`config.mk`:
```
export PLATFORM = sky130hd
export DESIGN_NAME = sensor_sample_byte_framer
export DESIGN_NICKNAME = d
export VERILOG_FILES = /design/src/rtl/ssbf_pkg.sv /design/src/rtl/sensor_sample_byte_framer.sv
export SDC_FILE = /design/constraint.sdc
export NUM_CORES = 1
export LEC_CHECK = 0
export BUFFER_PORTS_ARGS = -buffer_cell sky130_fd_sc_hd__buf_2
export CAP_MARGIN = 20
export CELL_PAD_IN_SITES_DETAIL_PLACEMENT = 0
export CELL_PAD_IN_SITES_GLOBAL_PLACEMENT = 1
export CORE_UTILIZATION = 52
export DETAILED_ROUTE_END_ITERATION = 8
export MAX_ROUTING_LAYER = met4
export PLACE_DENSITY_LB_ADDON = 0.2
export RECOVER_POWER = 50
export SYNTH_ARGS = -nofsm -noshare
export SYNTH_HDL_FRONTEND = slang
export SYNTH_SLANG_ARGS = --single-unit
```
`constraint.sdc`:
```
create_clock -name clk -period 7.5 [get_ports clk]
set_clock_uncertainty 0.1 [all_clocks]
set_input_delay 0.375 -clock clk [delete_from_list [all_inputs] [get_ports clk]]
set_output_delay 0.375 -clock clk [all_outputs]
set_load 0.01 [all_outputs]
```
`src/rtl/ssbf_pkg.sv`:
```
// ----------------------------------------------------------------------------
// ssbf_pkg: shared types and constants of the sensor sample byte framer
// Holds the configuration register indexes, the reset values of the
// registers, the motion kind codes and the frame buffer type.
// ----------------------------------------------------------------------------
package ssbf_pkg;

  // Configuration register indexes.
  localparam int CFG_ADDR_W = 1;
  typedef logic [CFG_ADDR_W-1:0] cfg_addr_t;
  localparam cfg_addr_t CFG_IMU_PERIOD = 1'b0;
  localparam cfg_addr_t CFG_DEV_ID     = 1'b1;

  // Register reset values.
  localparam logic [7:0]  PERIOD_RESET = 8'd20;
  localparam logic [15:0] ID_RESET     = 16'h55AA;

  // Motion burst constants.
  localparam logic [3:0] BURST_STEPS = 4'd10;
  localparam logic [4:0] CLOSE_TAG   = 5'd31;
  localparam logic [2:0] ALL_KINDS   = 3'b111;
  localparam int         STORE_DEPTH = 9;

  // Motion event kinds.
  typedef enum logic [1:0] {
    KIND_ACCEL = 2'd0,
    KIND_GYRO  = 2'd1,
    KIND_MAG   = 2'd2,
    KIND_OTHER = 2'd3
  } imu_kind_t;

  // One item produces at most three sample bytes and four word bytes.
  localparam int FRAME_BYTES = 7;
  localparam int FRAME_CNT_W = 3;
  typedef logic [7:0] byte_t;
  typedef byte_t [FRAME_BYTES-1:0] frame_t;
  typedef logic [FRAME_CNT_W-1:0] frame_cnt_t;

endpackage

```
`src/rtl/sensor_sample_byte_framer.sv`:
```
// ----------------------------------------------------------------------------
// sensor_sample_byte_framer: byte framer for EMG samples and motion bursts
// Codes each sample in one to three bytes, stores motion events and, once all
// three kinds are present, sends a ten-step burst of four-byte tagged words.
// ----------------------------------------------------------------------------
//
//  channel | direction | handshake             | payload
//  --------+-----------+-----------------------+-------------------------------
//  in_     | input     | in_valid / in_ready   | sample, motion event fields
//  out_    | output    | out_valid / out_ready | one framed byte, last flag
//  cfg_    | input     | cfg_valid / cfg_ready | register index, write data
//
// The frame buffer sends one byte per cycle while the output is not stalled,
// and a new item is taken in the cycle the previous frame's last byte moves
// into the output register, so the byte stream runs without gaps.
// A write of imu_period holds in_ready low while a bit-serial remainder unit
// recomputes the sample counter modulo the period.
// Reset is synchronous and active low; it clears all control state.
// A stalled output holds its beat and stops the frame buffer in place.

module sensor_sample_byte_framer #(
  parameter int COUNTER_BITS = 8
) (
  input  logic                clk,
  input  logic                rst_n,
  // Input channel
  input  logic                in_valid,
  output logic                in_ready,
  input  logic [15:0]         in_emg_sample,
  input  logic                in_imu_valid,
  input  logic [1:0]          in_imu_kind,
  input  logic signed [15:0]  in_axis_x,
  input  logic signed [15:0]  in_axis_y,
  input  logic signed [15:0]  in_axis_z,
  // Output channel
  output logic                out_valid,
  input  logic                out_ready,
  output logic [7:0]          out_byte,
  output logic                out_last_byte,
  // Configuration channel
  input  logic                cfg_valid,
  output logic                cfg_ready,
  input  ssbf_pkg::cfg_addr_t cfg_addr,
  input  logic [15:0]         cfg_data
);
  import ssbf_pkg::*;

  localparam int BIT_W = (COUNTER_BITS > 1) ? $clog2(COUNTER_BITS) : 1;

  // Four-byte tagged word.
  function automatic logic [3:0][7:0] word_bytes(input logic [4:0] tag,
                                                  input logic [15:0] v);
    logic [3:0][7:0] b;
    b[0] = {5'b11110, tag[4:2]};
    b[1] = {2'b10, tag[1:0], v[15:12]};
    b[2] = {2'b10, v[11:6]};
    b[3] = {2'b10, v[5:0]};
    return b;
  endfunction

  // Registers
  logic [7:0]              period_r;
  logic [15:0]             dev_id_r;
  logic [COUNTER_BITS-1:0] cnt_r;
  logic [7:0]              phase_r;
  logic [15:0]             store_r [STORE_DEPTH];
  logic [2:0]              flags_r;
  logic [3:0]              burst_r;
  logic                    mod_busy_r;
  logic [BIT_W-1:0]        mod_bit_r;
  logic [7:0]              mod_rem_r;
  frame_t                  fb_r;
  frame_cnt_t              fb_left_r;
  logic                    out_valid_r;
  logic [7:0]              out_byte_r;
  logic                    out_last_r;

  // Item logic
  logic                    in_fire;
  logic                    cfg_fire;
  logic                    event_due;
  logic                    kind_store;
  logic [2:0]              flags_set;
  logic                    burst_start;
  logic [2:0]              flags_nxt;
  logic [3:0]              burst_eff;
  logic [3:0]              burst_nxt;
  logic                    word_on;
  logic [3:0]              rd_idx;
  logic [15:0]             view [STORE_DEPTH];
  logic [4:0]              word_tag;
  logic [15:0]             word_val;
  logic [3:0][7:0]         wb;
  logic [2:0][7:0]         sb;
  logic [1:0]              slen;
  frame_t                  frame_nxt;
  frame_cnt_t              frame_cnt;
  logic [COUNTER_BITS-1:0] cnt_nxt;
  logic [7:0]              phase_nxt;
  logic [8:0]              phase_inc;
  logic                    move;
  logic                    fb_done;
  logic [8:0]              mod_trial;
  logic [7:0]              mod_rem_nxt;

  assign in_fire  = in_valid && in_ready;
  assign cfg_fire = cfg_valid && cfg_ready;

  // Motion event acceptance, flags and burst start.
  always_comb begin
    event_due   = (period_r != 8'd0) && (phase_r == 8'd0) && in_imu_valid;
    kind_store  = event_due && (imu_kind_t'(in_imu_kind) != KIND_OTHER);
    flags_set   = flags_r | (kind_store ? (3'b001 << in_imu_kind) : 3'b000);
    burst_start = event_due && (flags_set == ALL_KINDS) && (burst_r == 4'd0);
    flags_nxt   = burst_start ? 3'b000 : flags_set;
    burst_eff   = burst_start ? BURST_STEPS : burst_r;
    word_on     = (burst_eff != 4'd0);
    burst_nxt   = word_on ? (burst_eff - 4'd1) : 4'd0;
    rd_idx      = burst_nxt - 4'd1;
  end

  // Store contents with this item's event written in, so a word read sees it.
  always_comb begin
    for (int i = 0; i < STORE_DEPTH; i++) begin
      view[i] = store_r[i];
    end
    for (int k = 0; k < 3; k++) begin
      if (kind_store && (in_imu_kind == 2'(k))) begin
        view[3*k]     = in_axis_x;
        view[3*k + 1] = in_axis_y;
        view[3*k + 2] = in_axis_z;
      end
    end
  end

  // Burst word selection.
  always_comb begin
    if (burst_nxt == 4'd0) begin
      word_tag = CLOSE_TAG;
      word_val = dev_id_r;
    end else begin
      word_tag = {1'b0, burst_nxt};
      word_val = view[rd_idx];
    end
    wb = word_bytes(word_tag, word_val);
  end

  // Variable-length sample code.
  always_comb begin
    sb = '0;
    if (in_emg_sample[15:7] == 9'd0) begin
      slen  = 2'd1;
      sb[0] = in_emg_sample[7:0];
    end else if (in_emg_sample[15:11] == 5'd0) begin
      slen  = 2'd2;
      sb[0] = {2'b11, in_emg_sample[11:6]};
      sb[1] = {2'b10, in_emg_sample[5:0]};
    end else begin
      slen  = 2'd3;
      sb[0] = {4'hE, in_emg_sample[15:12]};
      sb[1] = {2'b10, in_emg_sample[11:6]};
      sb[2] = {2'b10, in_emg_sample[5:0]};
    end
  end

  // Frame assembly: sample bytes first, then the burst word.
  always_comb begin
    frame_nxt = '0;
    for (int k = 0; k < 3; k++) begin
      if (2'(k) < slen) begin
        frame_nxt[k] = sb[k];
      end
    end
    if (word_on) begin
      for (int k = 0; k < 4; k++) begin
        frame_nxt[3'(slen) + 3'(k)] = wb[k];
      end
    end
    frame_cnt = {1'b0, slen} + (word_on ? 3'd4 : 3'd0);
  end

  // Sample counter and its remainder modulo the period.
  always_comb begin
    cnt_nxt   = cnt_r + COUNTER_BITS'(1);
    phase_inc = {1'b0, phase_r} + 9'd1;
    if (&cnt_r) begin
      phase_nxt = 8'd0;
    end else if (phase_inc == {1'b0, period_r}) begin
      phase_nxt = 8'd0;
    end else begin
      phase_nxt = phase_inc[7:0];
    end
  end

  // One restoring step of the remainder unit.
  always_comb begin
    mod_trial = {mod_rem_r, cnt_r[mod_bit_r]};
    if ((period_r != 8'd0) && (mod_trial >= {1'b0, period_r})) begin
      mod_trial = mod_trial - {1'b0, period_r};
    end
    mod_rem_nxt = mod_trial[7:0];
  end

  // Handshake of the frame buffer and the output register.
  assign move      = (fb_left_r != '0) && (!out_valid_r || out_ready);
  assign fb_done   = move && (fb_left_r == frame_cnt_t'(1));
  assign in_ready  = !mod_busy_r && ((fb_left_r == '0) || fb_done);
  assign cfg_ready = !mod_busy_r;

  assign out_valid     = out_valid_r;
  assign out_byte      = out_byte_r;
  assign out_last_byte = out_last_r;

  // Configuration registers and the remainder unit.
  always_ff @(posedge clk) begin
    if (!rst_n) begin
      period_r   <= PERIOD_RESET;
      dev_id_r   <= ID_RESET;
      mod_busy_r <= 1'b0;
    end else if (cfg_fire) begin
      if (cfg_addr == CFG_IMU_PERIOD) begin
        period_r   <= cfg_data[7:0];
        mod_busy_r <= 1'b1;
      end else if (cfg_addr == CFG_DEV_ID) begin
        dev_id_r <= cfg_data;
      end
    end else if (mod_busy_r && (mod_bit_r == '0)) begin
      mod_busy_r <= 1'b0;
    end
  end

  // Remainder unit datapath.
  always_ff @(posedge clk) begin
    if (cfg_fire) begin
      mod_bit_r <= BIT_W'(COUNTER_BITS - 1);
      mod_rem_r <= 8'd0;
    end else if (mod_busy_r) begin
      mod_bit_r <= mod_bit_r - BIT_W'(1);
      mod_rem_r <= mod_rem_nxt;
    end
  end

  // Item state: counter, phase, flags and burst position.
  always_ff @(posedge clk) begin
    if (!rst_n) begin
      cnt_r   <= '0;
      phase_r <= 8'd0;
      flags_r <= 3'b000;
      burst_r <= 4'd0;
    end else if (in_fire) begin
      cnt_r   <= cnt_nxt;
      phase_r <= phase_nxt;
      flags_r <= flags_nxt;
      burst_r <= burst_nxt;
    end else if (mod_busy_r && (mod_bit_r == '0)) begin
      phase_r <= mod_rem_nxt;
    end
  end

  // Motion store.
  always_ff @(posedge clk) begin
    if (!rst_n) begin
      for (int i = 0; i < STORE_DEPTH; i++) begin
        store_r[i] <= '0;
      end
    end else if (in_fire) begin
      for (int i = 0; i < STORE_DEPTH; i++) begin
        store_r[i] <= view[i];
      end
    end
  end

  // Frame buffer: loads a whole frame, shifts one byte out per beat.
  always_ff @(posedge clk) begin
    if (!rst_n) begin
      fb_left_r <= '0;
    end else if (in_fire) begin
      fb_left_r <= frame_cnt;
    end else if (move) begin
      fb_left_r <= fb_left_r - frame_cnt_t'(1);
    end
  end

  always_ff @(posedge clk) begin
    if (in_fire) begin
      fb_r <= frame_nxt;
    end else if (move) begin
      fb_r <= {8'h00, fb_r[FRAME_BYTES-1:1]};
    end
  end

  // Output register.
  always_ff @(posedge clk) begin
    if (!rst_n) begin
      out_valid_r <= 1'b0;
    end else if (move) begin
      out_valid_r <= 1'b1;
    end else if (out_ready) begin
      out_valid_r <= 1'b0;
    end
  end

  always_ff @(posedge clk) begin
    if (move) begin
      out_byte_r <= fb_r[0];
      out_last_r <= (fb_left_r == frame_cnt_t'(1));
    end
  end

endmodule

```
Word level (Yosys, flattened, before mapping)
Memories as Yosys holds them, arrays and structs flattened. Cells that the tools add are included.

Flip-flop bits (word level): 128. Memory bits (writable): 144. Output and inout bits: 12. Memories: 1.

Add/sub/neg operators: 11. Magnitude comparators: 14. Equality and inequality tests: 7. Shifts and indexed selects: 1. Muxes and demuxes: 64. Bitwise gates (word level): 12. Reduce and logical (&&, ||, !) cells: 42.

Memory list: store_r (words 9, bits a word 16, read ports 9, clocked after Yosys merged registers in 0, wr ports 9, line sensor_sample_byte_framer.sv:66) `logic [15:0] store_r [STORE_DEPTH];`.

Operator list (number): bitwise mux 56 bit (4); two-way mux 16 bit (13); two-way mux 56 bit (3); two-way mux 48 bit (3); two-way mux 8 bit (14); demux 8 bit (select 3 bit) (3); binary-select mux 16 bit (select 4 bit) (1); logical AND 1 bit (19); demux 8 bit (select 2 bit) (1); less-than comparator 3 x 4 -> 1 bit, second input constant (4); two-way mux 3 bit (5); two-way mux 14 bit (1); two-way mux 1 bit (11); adder 8 x 1 -> 9 bit, second input constant (1); == test 9 x 8 -> 1 bit (1); >= comparator 3 x 1 -> 1 bit, second input constant (3); >= comparator 9 x 8 -> 1 bit (1); zero test 9 bit (1); OR 1 bit (9); adder 8 x 1 -> 8 bit, second input constant (1); zero test 4 bit (2); zero test 8 bit (1); two-way mux 4 bit (2); AND reduction 8 bit (1); other kinds (33) (46).

Longest topological paths before layout
Word-level depth: 23. Depth in mapped cells: 15. Mapped depth without buffers: 13.

Worst setup path after synthesis
Ideal clock, no wire load.

Path type: reg-to-reg. Start: reg fb_left_r[0]. End: mem store_r[0][0], enable pin. Setup time: 1.214 ns. Arrival time: 3.921 ns. Setup slack: 2.266 ns. Cell stages (with the launch flop): 9. Path buffers: 2. Clock period less this slack: 5.234 ns. Cell sequence: dfxtp_1 -> inv_1 -> ha_1 -> a21oi_1 -> nor3_1 -> nand2_1 -> clkbuf_1 -> clkbuf_1 -> nand2_1.

RTL lines: from (decl) (line sensor_sample_byte_framer.sv:73) `frame_cnt_t fb_left_r;`; from (signal assigned) (line sensor_sample_byte_framer.sv:278) `fb_left_r <= frame_cnt;`; from (signal assigned) (line sensor_sample_byte_framer.sv:280) `fb_left_r <= fb_left_r - frame_cnt_t'(1);`; to (decl) (line sensor_sample_byte_framer.sv:66).

==> reports/results.txt <==
Crit-path max cell delay = 1540 ps
Worst-path fanout max = 88
First-pass GRT wire length = 61,000 µm
Critical Path Source Type = flop
Crit path arrival time = 5740 ps
Row Count = 60
Post-route DRC = 0
DIE HEIGHT = 169 µm
Post-Layout Cell Count = 1,879
TritonCTS Buffers = 29
Fin crit period = 5440 ps
Clock power share = 26.2%
H-Tree Depth = 1
Diodes inserted = 0
Power Density = 349 nW/µm²
Via count = 11,100
Ys flop type = edfxtp_1
Setup TNS = 0 ps
Total detailed-routing wirelength = 39,100 µm
Initial antenna violation count = 0
Hold Crit Class = input pin to flop
Clk pin slew, worst setup/hold paths = 60 ps
Worst slew pin tran = 2700 ps
Net switching power = 1960 µW
IO buf count = 100
Share of post-route cells with drive strength above 1 = 14.2%
Mapped Area = 14,600 µm²
Max-slew violation count = 159
Die area = 28,700 µm²
Worst-Skew Late Latency = 560 ps
Design Power = 5720 µW
Count leader, synth = edfxtp_1
CTS root buf = clkbuf_16
RD Place Congestion = 0.854
Outcome = finished with violations
Yosys top cell by area = edfxtp_1
Syn avg cell area = 10.3 µm²
Most used cell, CP = clkbuf_1
Sw Ratio = 34.3%
Number of global-route vias before repair = 10,600
Hpwl dp = 26,200 µm
Upper clock frequency limit = 184 MHz
Part of the power in registers = 41.1%
Post-synth EDFFs = 206
Max-Cap Viols = 4
Final Hold Fails = 0
GRT Util Overall = 28.3%
Critical Path RT = 7800 ps
Reg area = 7450 µm²
Post-synthesis async set-or-reset flop share = 0%
Comb power frac = 32.7%
Nets = 1,591
Simple-Gate Fraction of Synth Area = 15.5%
Yosys warns = 0
Cells after DPL = 1,812
Syn_nets = 1,517
CTS Sinks = 269
Initial DRC count = 994
CP Class = flop to flop
Combinational family with the most area after synthesis = simple AND/OR/NAND/NOR gates
Post-synth top area share = 42.4%
Max VDD drop = 192 µV
Static Leakage = 0.00702 µW
CTS Buffer Depth = 3
Critical path capture point type = flop
Final worst-path cycle share = 72.6%
Critical-path top delay cell = clkbuf_1
Largest net degree at the start of global routing = 105
Yosys cell types = 80
Synth Area in Adders = 1.51%
Mapped Cells = 1,411
Failing checks = capacitance limit, slew limit
Total grt overflow = 0
Synth Area in Compound Gates = 12.9%
Worst Hold Depth = 3
Reg2Reg Depth = 7
Final setup violation count = 0
IO Pins = 101
Initial Util = 53.5%
Multi-input gate area = 6610 µm²
Mux cell area share after synthesis = 13.6%
CTS resizes = 0
Critical path cell sequence = nor3_1 -> and2_0 -> clkbuf_1 -> nand2_1 -> clkbuf_1 -> buf_16 -> a21oi_1
Antenna-violating nets left = 0
Commonest cells in the netlist = edfxtp_1 (206), nor2_1 (198), nand2_1 (197), mux2i_1 (148), a21oi_1 (68)
RSZ-0062 raised after global routing = no
Post-synthesis xor/xnor area fraction = 1.62%
# fillers = 2,402
1st-pass router iterations = 5
Rel. slew slack = -80.7%
FF+latch count, synth = 269
Average wire per standard cell = 20.8 µm
Core area = 27,300 µm²
Die width = 169 µm
P_int = 3750 µW
Area Overhead vs Synth = 12.5%
Register area share after synthesis = 51.1%
Post-DR vias/cell = 5.92
CTS tree = yes
Largest cells by area after synthesis = edfxtp_1 (42%), mux2i_1 (10%), dfxtp_1 (8.6%)
-- worst max-delay path, delay by kind of cell, from the launching register on --
family          cells  cell delay (ps)
simple gates        3             1870
buf+inv             3             2560
compound gates      1              180
flops               1              520
-- cells by family (layout without fill, tap and decap cells) --
family / Yosys count / after routing
AOI/OAI and AO/OA: 277 / 277
xor gates and xnor gates: 27 / 27
adders and majority gates: 17 / 17
buffers and inverters: 120 / 216
DFF: 269 / 269
muxes: 181 / 181
and+or+nand+nor: 520 / 520
-- cell type report --
class / count / area share [%]
clock buffers: 33 / 4.64
flip-flops and latches: 269 / 45.4
multi-input cells: 1022 / 40.3
inverters: 28 / 0.641
well taps: 372 / 2.84
clock inverters: 20 / 1.36
repair buffers: 135 / 4.79
-- cell usage in the layout, fill, tap and decap left out, types with 6 or more instances in the layout --
master           n
a31oi_1          9
mux4_2          12
nand4_1         10
and2_1           6
nor2b_1         17
buf_2           88
nand3_1         28
a22oi_1         12
inv_1           26
dlygate4sd3_1   13
buf_4           17
nor3_1          12
a21boi_0        16
clkinv_2        10
o211ai_1        12
mux2i_1        148
clkbuf_16       29
edfxtp_1       206
dfxtp_1         63
clkinv_1         6
o21ai_0         60
nand2_1        196
mux2_2          20
ha_1            16
o21ai_1         11
clkbuf_1        18
o22ai_1         10
and3_1          12
nand2b_1         7
or2_2            6
xnor2_1         18
xor2_1           9
nor2_1         199
a21oi_1         68
-- flip-flops by register name (all words and copies together), names as in the netlist --
signal	count
fb_left_r	3
phase_r	8
out_valid	1
mod_rem_r	8
out_last_byte	1
flags_r	3
mod_busy_r	1
cnt_r	8
burst_r	4
mod_bit_r	3
out_byte	8
fb_r	53
dev_id_r	16
period_r	8
store_r	144
-- repair_timing --
item / in CTS / in global routing
endpoints found under the hold margin: 14 / 0
buffers inserted: 0 / 0
hold buffers: 13 / 0
-- per-stage QoR --
stage                     setup WS [ps]  utilization (%)  hold slack, ps  area (µm²)
after floorplan                    2270                -             300       14600
after global placement             3130             56.2             304       15300
after detailed placement           3100             56.2             307       15300
after CTS                          3090             60.3            4.27       16400
after global routing               1710             60.2            20.8       16400
final                              2060             60.2            18.1       16400
-- worst paths after layout --
path,from,to,slack (ps)
worst max-delay path,mod_busy_r,store_r[0][99],2060
worst min-delay path,cfg_data[0],dev_id_r[0],20
worst min register to register,fb_r[0],out_byte[0],320
worst max register to register,mod_busy_r,store_r[0][99],2060
-- power groups by stage --
| stage | sequential [µW] | clock [µW] | combinational [µW] |
|---|---|---|---|
| floorplan | 2350 | 0 | 1360 |
| global placement | 2350 | 0 | 1840 |
| detailed placement | 2370 | 0 | 1870 |
| CTS | 2340 | 1510 | 1880 |
| global route | 2400 | 1570 | 2050 |
| finish | 2350 | 1500 | 1870 |
-- routing by layer --
metal / GRT usage, % / up-vias / wire [µm]
met4: 7.99 / 0 / 1010
met5: - / - / 0
met3: 3.61 / 64 / 2200
met1: 38.8 / 5422 / 17500
li1: - / 5283 / -
met2: 44.1 / 352 / 18300
Power figures use the tool's default switching activity.
